==> config.mk <==
export PLATFORM = sky130hd
export DESIGN_NAME = fnv_mix_hash_unit
export DESIGN_NICKNAME = d
export VERILOG_FILES = /design/src/rtl/core/fmh_pkg.sv /design/src/rtl/core/fnv_mix_hash_unit.sv /design/src/rtl/core/fmh_ucode_rom.sv /design/src/rtl/core/fmh_datapath.sv /design/src/rtl/core/fmh_sequencer.sv
export SDC_FILE = /design/constraint.sdc
export NUM_CORES = 2
export LEC_CHECK = 0
export BUFFER_PORTS_ARGS = -buffer_cell sky130_fd_sc_hd__buf_2
export CORE_AREA = 5 5 352 354
export CTS_CLUSTER_SIZE = 30
export DETAILED_ROUTE_END_ITERATION = 12
export DIE_AREA = 0 0 357 359
export PLACE_DENSITY_LB_ADDON = 0.1
export SLEW_MARGIN = 20
export SYNTH_ARGS = -nofsm -noshare
export SYNTH_HDL_FRONTEND = slang
export SYNTH_SLANG_ARGS = --single-unit
==> constraint.sdc <==
create_clock -name clk -period 18.49 [get_ports clk]
set_input_delay 1.849 -clock clk [delete_from_list [all_inputs] [get_ports clk]]
set_output_delay 1.849 -clock clk [all_outputs]
set_load 0.005 [all_outputs]
==> src/rtl/core/fmh_pkg.sv <==
// shared types, constants and microcode layout of the fnv mix hash unit
// no dependencies
`default_nettype none

package fmh_pkg;

  // hash constants
  localparam logic [63:0] OFFSET_BASIS    = 64'd1469598103934665603;
  localparam logic [63:0] GOLDEN_INC      = 64'h9e3779b97f4a7c15;
  localparam logic [63:0] MIX_MUL_A       = 64'hbf58476d1ce4e5b9;
  localparam logic [63:0] MIX_MUL_B       = 64'h94d049bb133111eb;
  // fnv-64 prime is 2^40 + 0x1b3
  localparam int unsigned FNV_PRIME_SHIFT = 40;
  localparam logic [8:0]  FNV_PRIME_LOW   = 9'h1b3;
  localparam int unsigned BYTE_W          = 8;

  localparam int unsigned HASH_W = 64;
  localparam int unsigned FRAC_W = 53;
  localparam int unsigned HALF_W = HASH_W / 2;

  // microcode store
  localparam int unsigned UPC_W = 4;
  localparam int unsigned CNT_W = 3;
  localparam logic [CNT_W-1:0] WORD_CNT_INIT = CNT_W'(HASH_W / BYTE_W - 1);

  // item operations
  typedef enum logic [1:0] {
    OP_BEGIN = 2'd0,
    OP_BYTE  = 2'd1,
    OP_WORD  = 2'd2,
    OP_MIX   = 2'd3
  } op_t;

  // datapath operations
  typedef enum logic [3:0] {
    DP_NOP,
    DP_LOAD_SEED,
    DP_FNV_STEP,
    DP_MIX_INIT,
    DP_XSH30,
    DP_MUL_LO,
    DP_MUL_HL,
    DP_MUL_LH,
    DP_XSH27,
    DP_FINISH
  } dp_op_t;

  typedef enum logic {
    K_A,
    K_B
  } ksel_t;

  // sequencing of a step
  typedef enum logic [1:0] {
    SEQ_NEXT,
    SEQ_LOOP,
    SEQ_END
  } seq_t;

  typedef struct packed {
    dp_op_t           op;
    ksel_t            ksel;
    seq_t             seq;
    logic [UPC_W-1:0] target;
  } uword_t;

  typedef enum logic [1:0] {
    ST_IDLE,
    ST_RUN,
    ST_DONE
  } state_t;

  // sequencer to datapath and output stage
  typedef struct packed {
    logic load;
    logic step;
    logic push;
  } seq_ctrl_t;

  // program entry points
  localparam logic [UPC_W-1:0] UA_BEGIN = 4'd0;
  localparam logic [UPC_W-1:0] UA_BYTE  = 4'd1;
  localparam logic [UPC_W-1:0] UA_WORD  = 4'd2;
  localparam logic [UPC_W-1:0] UA_MIX   = 4'd3;

  function automatic logic [UPC_W-1:0] entry_addr(input op_t op);
    logic [UPC_W-1:0] addr;
    unique case (op)
      OP_BEGIN: addr = UA_BEGIN;
      OP_BYTE:  addr = UA_BYTE;
      OP_WORD:  addr = UA_WORD;
      OP_MIX:   addr = UA_MIX;
      default:  addr = UA_BEGIN;
    endcase
    return addr;
  endfunction

endpackage

`default_nettype wire

==> src/rtl/core/fnv_mix_hash_unit.sv <==
// fnv mix hash unit top level: sequencer, microcode store, datapath, result register
// depends on fmh_pkg, fmh_ucode_rom, fmh_sequencer, fmh_datapath
`default_nettype none

// 64-bit hashing engine with one running hash, reset to the offset constant.
// Each item gives one result: the hash after the item and its top 53 bits.
// Items are handled one at a time, each as a run of microcode steps framed
// by an accept state and a result hand-off state: begin seeds the hash,
// byte absorb does an fnv-1a step, word absorb eight fnv-1a steps (one byte
// per cycle), mix the splitmix64 finalizer (the two 64-bit constant multiplies
// go through one shared 32x32 multiplier as three partial products each).
// A new item is taken as soon as the previous result is in the output
// register, even while that result is still stalled.
module fnv_mix_hash_unit (
  input  wire logic                       clk,
  input  wire logic                       rst,
  input  wire logic                       in_valid,
  output logic                            in_stall,
  input  wire logic [1:0]                 operation,
  input  wire logic [fmh_pkg::HASH_W-1:0] data_value,
  output logic                            out_valid,
  input  wire logic                       out_stall,
  output logic      [fmh_pkg::HASH_W-1:0] hash_value,
  output logic      [fmh_pkg::FRAC_W-1:0] unit_fraction
);

  logic [fmh_pkg::UPC_W-1:0]  upc;
  fmh_pkg::uword_t            uword;
  fmh_pkg::seq_ctrl_t         ctrl;
  logic                       busy;
  logic                       out_free;
  logic [fmh_pkg::HASH_W-1:0] hash;

  assign out_free = !out_valid || !out_stall;
  assign in_stall = busy;

  fmh_sequencer u_seq (
    .clk       (clk),
    .rst       (rst),
    .in_valid  (in_valid),
    .operation (operation),
    .out_free  (out_free),
    .uword     (uword),
    .upc       (upc),
    .ctrl      (ctrl),
    .busy      (busy)
  );

  fmh_ucode_rom u_rom (
    .upc   (upc),
    .uword (uword)
  );

  fmh_datapath u_dp (
    .clk        (clk),
    .rst        (rst),
    .ctrl       (ctrl),
    .uword      (uword),
    .data_value (data_value),
    .hash       (hash)
  );

  // result register
  always_ff @(posedge clk) begin
    if (rst) begin
      out_valid <= 1'b0;
    end else if (ctrl.push) begin
      out_valid <= 1'b1;
    end else if (!out_stall) begin
      out_valid <= 1'b0;
    end
  end

  always_ff @(posedge clk) begin
    if (ctrl.push) begin
      hash_value <= hash;
    end
  end

  assign unit_fraction = hash_value[fmh_pkg::HASH_W-1:fmh_pkg::HASH_W-fmh_pkg::FRAC_W];

endmodule

`default_nettype wire

==> src/rtl/core/fmh_ucode_rom.sv <==
// microcode program store of the fnv mix hash unit
// depends on fmh_pkg
`default_nettype none

module fmh_ucode_rom (
  input  wire logic [fmh_pkg::UPC_W-1:0] upc,
  output fmh_pkg::uword_t                uword
);

  // one control word per step
  always_comb begin
    unique case (upc)
      // begin: seed the hash
      4'd0:    uword = '{fmh_pkg::DP_LOAD_SEED, fmh_pkg::K_A, fmh_pkg::SEQ_END, '0};
      // byte: single fnv-1a step
      4'd1:    uword = '{fmh_pkg::DP_FNV_STEP, fmh_pkg::K_A, fmh_pkg::SEQ_END, '0};
      // word: fnv-1a step repeated over all eight bytes
      4'd2:    uword = '{fmh_pkg::DP_FNV_STEP, fmh_pkg::K_A, fmh_pkg::SEQ_LOOP,
                         fmh_pkg::UA_WORD};
      // mix: splitmix64 finalizer
      4'd3:    uword = '{fmh_pkg::DP_MIX_INIT, fmh_pkg::K_A, fmh_pkg::SEQ_NEXT, '0};
      4'd4:    uword = '{fmh_pkg::DP_XSH30, fmh_pkg::K_A, fmh_pkg::SEQ_NEXT, '0};
      4'd5:    uword = '{fmh_pkg::DP_MUL_LO, fmh_pkg::K_A, fmh_pkg::SEQ_NEXT, '0};
      4'd6:    uword = '{fmh_pkg::DP_MUL_HL, fmh_pkg::K_A, fmh_pkg::SEQ_NEXT, '0};
      4'd7:    uword = '{fmh_pkg::DP_MUL_LH, fmh_pkg::K_A, fmh_pkg::SEQ_NEXT, '0};
      4'd8:    uword = '{fmh_pkg::DP_XSH27, fmh_pkg::K_A, fmh_pkg::SEQ_NEXT, '0};
      4'd9:    uword = '{fmh_pkg::DP_MUL_LO, fmh_pkg::K_B, fmh_pkg::SEQ_NEXT, '0};
      4'd10:   uword = '{fmh_pkg::DP_MUL_HL, fmh_pkg::K_B, fmh_pkg::SEQ_NEXT, '0};
      4'd11:   uword = '{fmh_pkg::DP_MUL_LH, fmh_pkg::K_B, fmh_pkg::SEQ_NEXT, '0};
      4'd12:   uword = '{fmh_pkg::DP_FINISH, fmh_pkg::K_A, fmh_pkg::SEQ_END, '0};
      default: uword = '{fmh_pkg::DP_NOP, fmh_pkg::K_A, fmh_pkg::SEQ_END, '0};
    endcase
  end

endmodule

`default_nettype wire

==> src/rtl/core/fmh_datapath.sv <==
// hash datapath: running hash, operand and work registers, shared 32x32 multiplier
// depends on fmh_pkg
`default_nettype none

module fmh_datapath (
  input  wire logic                       clk,
  input  wire logic                       rst,
  input  wire fmh_pkg::seq_ctrl_t         ctrl,
  input  wire fmh_pkg::uword_t            uword,
  input  wire logic [fmh_pkg::HASH_W-1:0] data_value,
  output logic      [fmh_pkg::HASH_W-1:0] hash
);

  localparam int unsigned HW = fmh_pkg::HASH_W;
  localparam int unsigned QW = fmh_pkg::HALF_W;

  logic [HW-1:0] opnd;
  logic [HW-1:0] work;
  logic [HW-1:0] prod_acc;

  logic [HW-1:0] fnv_x;
  logic [HW-1:0] fnv_res;
  logic [HW-1:0] kconst;
  logic [QW-1:0] mul_a;
  logic [QW-1:0] mul_b;
  logic [HW-1:0] mul_p;

  // fnv-1a step: xor byte, multiply by 2^40 + 0x1b3
  always_comb begin
    fnv_x   = hash ^ {{(HW - fmh_pkg::BYTE_W){1'b0}}, opnd[fmh_pkg::BYTE_W-1:0]};
    fnv_res = (fnv_x << fmh_pkg::FNV_PRIME_SHIFT)
            + (fnv_x * {{(HW - 9){1'b0}}, fmh_pkg::FNV_PRIME_LOW});
  end

  // shared multiplier operand selection
  always_comb begin
    kconst = (uword.ksel == fmh_pkg::K_B) ? fmh_pkg::MIX_MUL_B : fmh_pkg::MIX_MUL_A;
    mul_a  = (uword.op == fmh_pkg::DP_MUL_HL) ? work[HW-1:QW] : work[QW-1:0];
    mul_b  = (uword.op == fmh_pkg::DP_MUL_LH) ? kconst[HW-1:QW] : kconst[QW-1:0];
    mul_p  = {{QW{1'b0}}, mul_a} * {{QW{1'b0}}, mul_b};
  end

  // running hash
  always_ff @(posedge clk) begin
    if (rst) begin
      hash <= fmh_pkg::OFFSET_BASIS;
    end else if (ctrl.step) begin
      unique case (uword.op)
        fmh_pkg::DP_LOAD_SEED: hash <= fmh_pkg::OFFSET_BASIS ^ opnd;
        fmh_pkg::DP_FNV_STEP:  hash <= fnv_res;
        fmh_pkg::DP_FINISH:    hash <= prod_acc ^ (prod_acc >> 31);
        default:               hash <= hash;
      endcase
    end
  end

  // operand, work and product registers
  always_ff @(posedge clk) begin
    if (ctrl.load) begin
      opnd <= data_value;
    end else if (ctrl.step) begin
      unique case (uword.op)
        fmh_pkg::DP_FNV_STEP: opnd <= opnd >> fmh_pkg::BYTE_W;
        fmh_pkg::DP_MIX_INIT: work <= (hash ^ opnd) + fmh_pkg::GOLDEN_INC;
        fmh_pkg::DP_XSH30:    work <= work ^ (work >> 30);
        fmh_pkg::DP_XSH27:    work <= prod_acc ^ (prod_acc >> 27);
        fmh_pkg::DP_MUL_LO:   prod_acc <= mul_p;
        fmh_pkg::DP_MUL_HL,
        fmh_pkg::DP_MUL_LH:   prod_acc[HW-1:QW] <= prod_acc[HW-1:QW] + mul_p[QW-1:0];
        default:              opnd <= opnd;
      endcase
    end
  end

endmodule

`default_nettype wire

==> src/rtl/core/fmh_sequencer.sv <==
// microcode sequencer: step counter, loop counter and item handshake control
// depends on fmh_pkg
`default_nettype none

module fmh_sequencer (
  input  wire logic                      clk,
  input  wire logic                      rst,
  input  wire logic                      in_valid,
  input  wire logic [1:0]                operation,
  input  wire logic                      out_free,
  input  wire fmh_pkg::uword_t           uword,
  output logic      [fmh_pkg::UPC_W-1:0] upc,
  output fmh_pkg::seq_ctrl_t             ctrl,
  output logic                           busy
);

  fmh_pkg::state_t           state;
  fmh_pkg::state_t           state_next;
  logic [fmh_pkg::UPC_W-1:0] upc_next;
  logic [fmh_pkg::CNT_W-1:0] cnt;
  logic [fmh_pkg::CNT_W-1:0] cnt_next;
  logic                      last_step;

  assign last_step = (uword.seq == fmh_pkg::SEQ_END)
                  || ((uword.seq == fmh_pkg::SEQ_LOOP) && (cnt == '0));

  // next state
  always_comb begin
    state_next = state;
    unique case (state)
      fmh_pkg::ST_IDLE: if (in_valid) state_next = fmh_pkg::ST_RUN;
      fmh_pkg::ST_RUN:  if (last_step) state_next = fmh_pkg::ST_DONE;
      fmh_pkg::ST_DONE: if (out_free) state_next = fmh_pkg::ST_IDLE;
      default:          state_next = fmh_pkg::ST_IDLE;
    endcase
  end

  // step counter and loop counter
  always_comb begin
    upc_next = upc;
    cnt_next = cnt;
    if (state == fmh_pkg::ST_IDLE) begin
      upc_next = fmh_pkg::entry_addr(fmh_pkg::op_t'(operation));
      cnt_next = fmh_pkg::WORD_CNT_INIT;
    end else if (state == fmh_pkg::ST_RUN) begin
      unique case (uword.seq)
        fmh_pkg::SEQ_NEXT: upc_next = upc + 1'b1;
        fmh_pkg::SEQ_LOOP: begin
          if (cnt != '0) begin
            upc_next = uword.target;
            cnt_next = cnt - 1'b1;
          end
        end
        default: upc_next = upc;
      endcase
    end
  end

  // control outputs
  always_comb begin
    busy      = (state != fmh_pkg::ST_IDLE);
    ctrl.load = (state == fmh_pkg::ST_IDLE) && in_valid;
    ctrl.step = (state == fmh_pkg::ST_RUN);
    ctrl.push = (state == fmh_pkg::ST_DONE) && out_free;
  end

  always_ff @(posedge clk) begin
    if (rst) begin
      state <= fmh_pkg::ST_IDLE;
      upc   <= '0;
      cnt   <= '0;
    end else begin
      state <= state_next;
      upc   <= upc_next;
      cnt   <= cnt_next;
    end
  end

endmodule

`default_nettype wire

==> results_dict.tcl <==
set metrics [dict create \
    first_pass_grt_wire_length_um 320000 \
    fmax_mhz 80.7 \
    cts.reportedPaths.clkPinSlew_ns 0.06 \
    cell_area_after_placement_mm2 0.0620 \
    hold_buffers 0 \
    critical_path.reg2reg.startpoint "u_rom.uword[9]$_DFF_P_" \
    finalCritPeriodShare 0.671 \
    totalNegativeSetupSlack_ns 0 \
    layout-area-overhead-vs-synth_pct 6.33 \
    globalRoute.totalOverflow 0 \
    final_report_setup_violation_count 0 \
    worst-endpoint-required_ns 18.80 \
    die_width_um 357 \
    synth_seq_cells 337 \
    io_pins 189 \
    fin_worst_skew_ns 0.0249 \
    netlist_top_cells_area "sky130_fd_sc_hd__fa_1, sky130_fd_sc_hd__edfxtp_1, sky130_fd_sc_hd__ha_1" \
    dp.cells 7656 \
    worst_r2r_path_depth 37 \
    layout.cell_area.non_filler_mm2 0.0633 \
    first_iter_violations 3657 \
    cts_root_buf "sky130_fd_sc_hd__clkbuf_16" \
    tritoncts_num_sinks 337 \
    synthesis.nets 7712 \
    num-nets-final 7757 \
    slew-limit-headroom 0.286 \
    slew_violations 0 \
    setup_slack_ns 6.09 \
    final_period_demand_of_the_worst_path_ns 12.40 \
    route.detailed.wl_per_inst_um 27.8 \
    post_synth_most_frequent_cells "sky130_fd_sc_hd__inv_1, sky130_fd_sc_hd__fa_1, sky130_fd_sc_hd__ha_1" \
    via_count 43600 \
    worst-path-max-fanout 36 \
    drtAntennaViolNets 0 \
    initial_utilization 0.493 \
    remaining_drc_errors 0 \
    clock_tree.buffer_depth 3 \
    timing.hold.worst_endpoint "u_seq.cnt[1]$_SDFFE_PP0P_" \
    wirelength_um 215000 \
    synthDominantCellAreaShare 0.359 \
    core_area_mm2 0.121 \
    ys_seq_area_frac 0.156 \
    async_flop_share 0 \
    drv.max_cap_violation_count 0 \
    cts_post_setup_buffers_inserted 0 \
    min_from "u_seq.cnt[1]$_SDFFE_PP0P_" \
    tritoncts_clock_tree "built" \
    die-area_mm2 0.128 \
    htree_num_levels 2 \
    antenna_found_initial 1 \
    ff2ff_setup_slack_ns 6.09 \
    port-buffer-count 188 \
    grt_max_degree 69 \
    ctsResizeCount 0 \
    mappedNetlistArea_mm2 0.0595 \
    worstReg2RegEnd "u_dp.prod_acc[62]$_DFFE_PP_" \
    rows 128 \
    timing_worst_setup_path_type "flip-flop to flip-flop" \
    worstPathArrival_ns 12.71 \
    place_congestion 0.989 \
    number_of_enable_flip_flop_cells_after_synthesis 256 \
    multi_input_area_mm2 0.0442 \
    worst_slew_pin_slew_ns 1.07 \
    dominant_cell_type_by_count_on_the_critical_path "sky130_fd_sc_hd__fa_1" \
    synth_cells 6027 \
    cpLargestDelayFamily "adder cells" \
    insertion_delay_ns 0.59 \
    top_reg_cell_synth "sky130_fd_sc_hd__edfxtp_1" \
    timing_hold_violations_final 0 \
    post-synth-top-count-cell "sky130_fd_sc_hd__inv_1" \
    grt_setup_unrepaired "no" \
    cts-buffers-inserted 38 \
    synthesis.yosys.warnings 0 \
    hp-class "flip-flop to flip-flop" \
    critical_path.slowest_cell "sky130_fd_sc_hd__nor2b_1" \
    synth_top_area_cell "sky130_fd_sc_hd__fa_1" \
    fill_cells 11300 \
    outcome "finished clean" \
    syn-mean-instance-area_um2 9.87 \
    worstHoldPathCells 2 \
    die_height_um 359 \
    final-seq-area_mm2 0.00931 \
    post-place-ws_ns 6.19 \
    first_global_vias 47200 \
    synth_cell_type_count 102 \
    post_drt_via_cell_ratio 5.64 \
    slowest_delay_ns 0.72 \
    number_of_buffer_and_inverter_stages_on_the_critical_path 7 \
    setup.worst_path.start_class "flip-flop" \
    drive_above_1_share 0.0856 \
    global_route.usage.total 0.339 \
    drt_first_pass_iters 6 \
    crit_path_end_kind "flip-flop" \
    place_hpwl_um 182000 \
    final_cells 7727 \
]
-- routing by layer --
metal | vias to the layer above | share of wire | GRT usage
met3 | 375 | 0.056 | 0.0412
li1 | 19300 | - | -
met5 | - | 0 | 0
met1 | 22400 | 0.40 | 0.435
met4 | 0 | 0.050 | 0.133
met2 | 1607 | 0.50 | 0.585
-- through the flow --
stage | utilization | hold slack (ns)
after CTS | 0.524 | 0.513
after floorplan | - | 0.445
after detailed placement | 0.513 | 0.506
after global routing | 0.524 | 0.534
final | 0.524 | 0.510
after global placement | 0.513 | 0.489
-- cell usage in the layout, fill, tap and decap left out, types with 19 or more instances in the layout --
cell type,Yosys,final
sky130_fd_sc_hd__inv_1,1316,1316
sky130_fd_sc_hd__edfxtp_1,256,256
sky130_fd_sc_hd__nor2_1,367,360
sky130_fd_sc_hd__fa_1,1066,1066
sky130_fd_sc_hd__or2_2,61,61
sky130_fd_sc_hd__nand4_1,41,41
sky130_fd_sc_hd__o31ai_1,30,30
sky130_fd_sc_hd__and3_1,63,63
sky130_fd_sc_hd__xor2_1,177,177
sky130_fd_sc_hd__a21o_1,101,101
sky130_fd_sc_hd__a31oi_1,22,22
sky130_fd_sc_hd__clkbuf_16,0,39
sky130_fd_sc_hd__nor2b_1,82,82
sky130_fd_sc_hd__nand3_1,49,49
sky130_fd_sc_hd__nand2_1,257,257
sky130_fd_sc_hd__o22ai_1,22,22
sky130_fd_sc_hd__o211ai_1,19,19
sky130_fd_sc_hd__a221oi_1,19,19
sky130_fd_sc_hd__nor3_1,64,59
sky130_fd_sc_hd__xnor2_1,213,213
sky130_fd_sc_hd__a22oi_1,35,35
sky130_fd_sc_hd__dfxtp_1,81,81
sky130_fd_sc_hd__o21a_1,29,29
sky130_fd_sc_hd__a21oi_1,224,223
sky130_fd_sc_hd__and2_1,51,50
sky130_fd_sc_hd__buf_2,12,188
sky130_fd_sc_hd__mux2_2,63,63
sky130_fd_sc_hd__o21ai_0,153,153
sky130_fd_sc_hd__a211oi_1,37,36
sky130_fd_sc_hd__buf_4,54,72
sky130_fd_sc_hd__nand2b_1,46,46
sky130_fd_sc_hd__mux2i_1,35,25
sky130_fd_sc_hd__o21bai_1,38,38
sky130_fd_sc_hd__ha_1,549,548
sky130_fd_sc_hd__a221o_1,22,22
-- cell families after synthesis --
kind of cell / synth area share
adder cells (fa/ha/maj): 0.474
buffers and inverters: 0.103
AND/OR/NAND/NOR: 0.0924
AO/OA/AOI/OAI: 0.0979
XOR/XNOR: 0.0577
flip-flops: 0.156
multiplexers: 0.0180
-- area by class of cell --
class | count | share of cell area
Antenna cell | 1 | 0.0000395
Inverter | 1323 | 0.0785
Clock buffer | 54 | 0.0173
Clock inverter | 15 | 0.00267
Tap cell | 1625 | 0.0321
Timing Repair Buffer | 261 | 0.0237
Sequential cell | 337 | 0.147
Multi-Input combinational cell | 4111 | 0.699
-- worst register-to-register path: cells and delay by family (launching register included) --
family | cells | cell delay (ns)
adder cells (fa/ha/maj) | 11 | 4.62
AO/OA/AOI/OAI | 13 | 3.99
buffers and inverters | 7 | 1.39
AND/OR/NAND/NOR | 3 | 1.15
flip-flops | 1 | 0.52
XOR/XNOR | 2 | 0.41
multiplexers | 1 | 0.08
-- flip-flops by register name, summed over array words and instances (netlist names) --
register / count
hash_value: 64
u_dp.hash: 64
u_dp.opnd: 64
u_dp.prod_acc: 64
u_dp.work: 64
u_rom.uword: 7
u_seq.upc: 4
u_seq.cnt: 3
u_seq.state: 2
out_valid: 1
-- how the worst max path moves through the flow --
| stage | from | end | slack, ns | cells after the start |
|---|---|---|---|---|
| after floorplan | u_rom.uword[9]$_DFF_P_ | u_dp.prod_acc[62]$_DFFE_PP_ | 8.35 | 40 |
| after CTS | u_rom.uword[9]$_DFF_P_ | u_dp.prod_acc[62]$_DFFE_PP_ | 6.14 | 35 |
| after global routing | u_rom.uword[9]$_DFF_P_ | u_dp.prod_acc[62]$_DFFE_PP_ | 5.48 | 35 |
| after global placement | u_rom.uword[9]$_DFF_P_ | u_dp.prod_acc[62]$_DFFE_PP_ | 6.25 | 35 |
| after detailed placement | u_rom.uword[9]$_DFF_P_ | u_dp.prod_acc[62]$_DFFE_PP_ | 6.19 | 35 |
| final | u_rom.uword[9]$_DFF_P_ | u_dp.prod_acc[62]$_DFFE_PP_ | 6.09 | 37 |
Power is not shown: default switching activity piles up to over one toggle a cycle in this logic, so the estimate is an artifact.
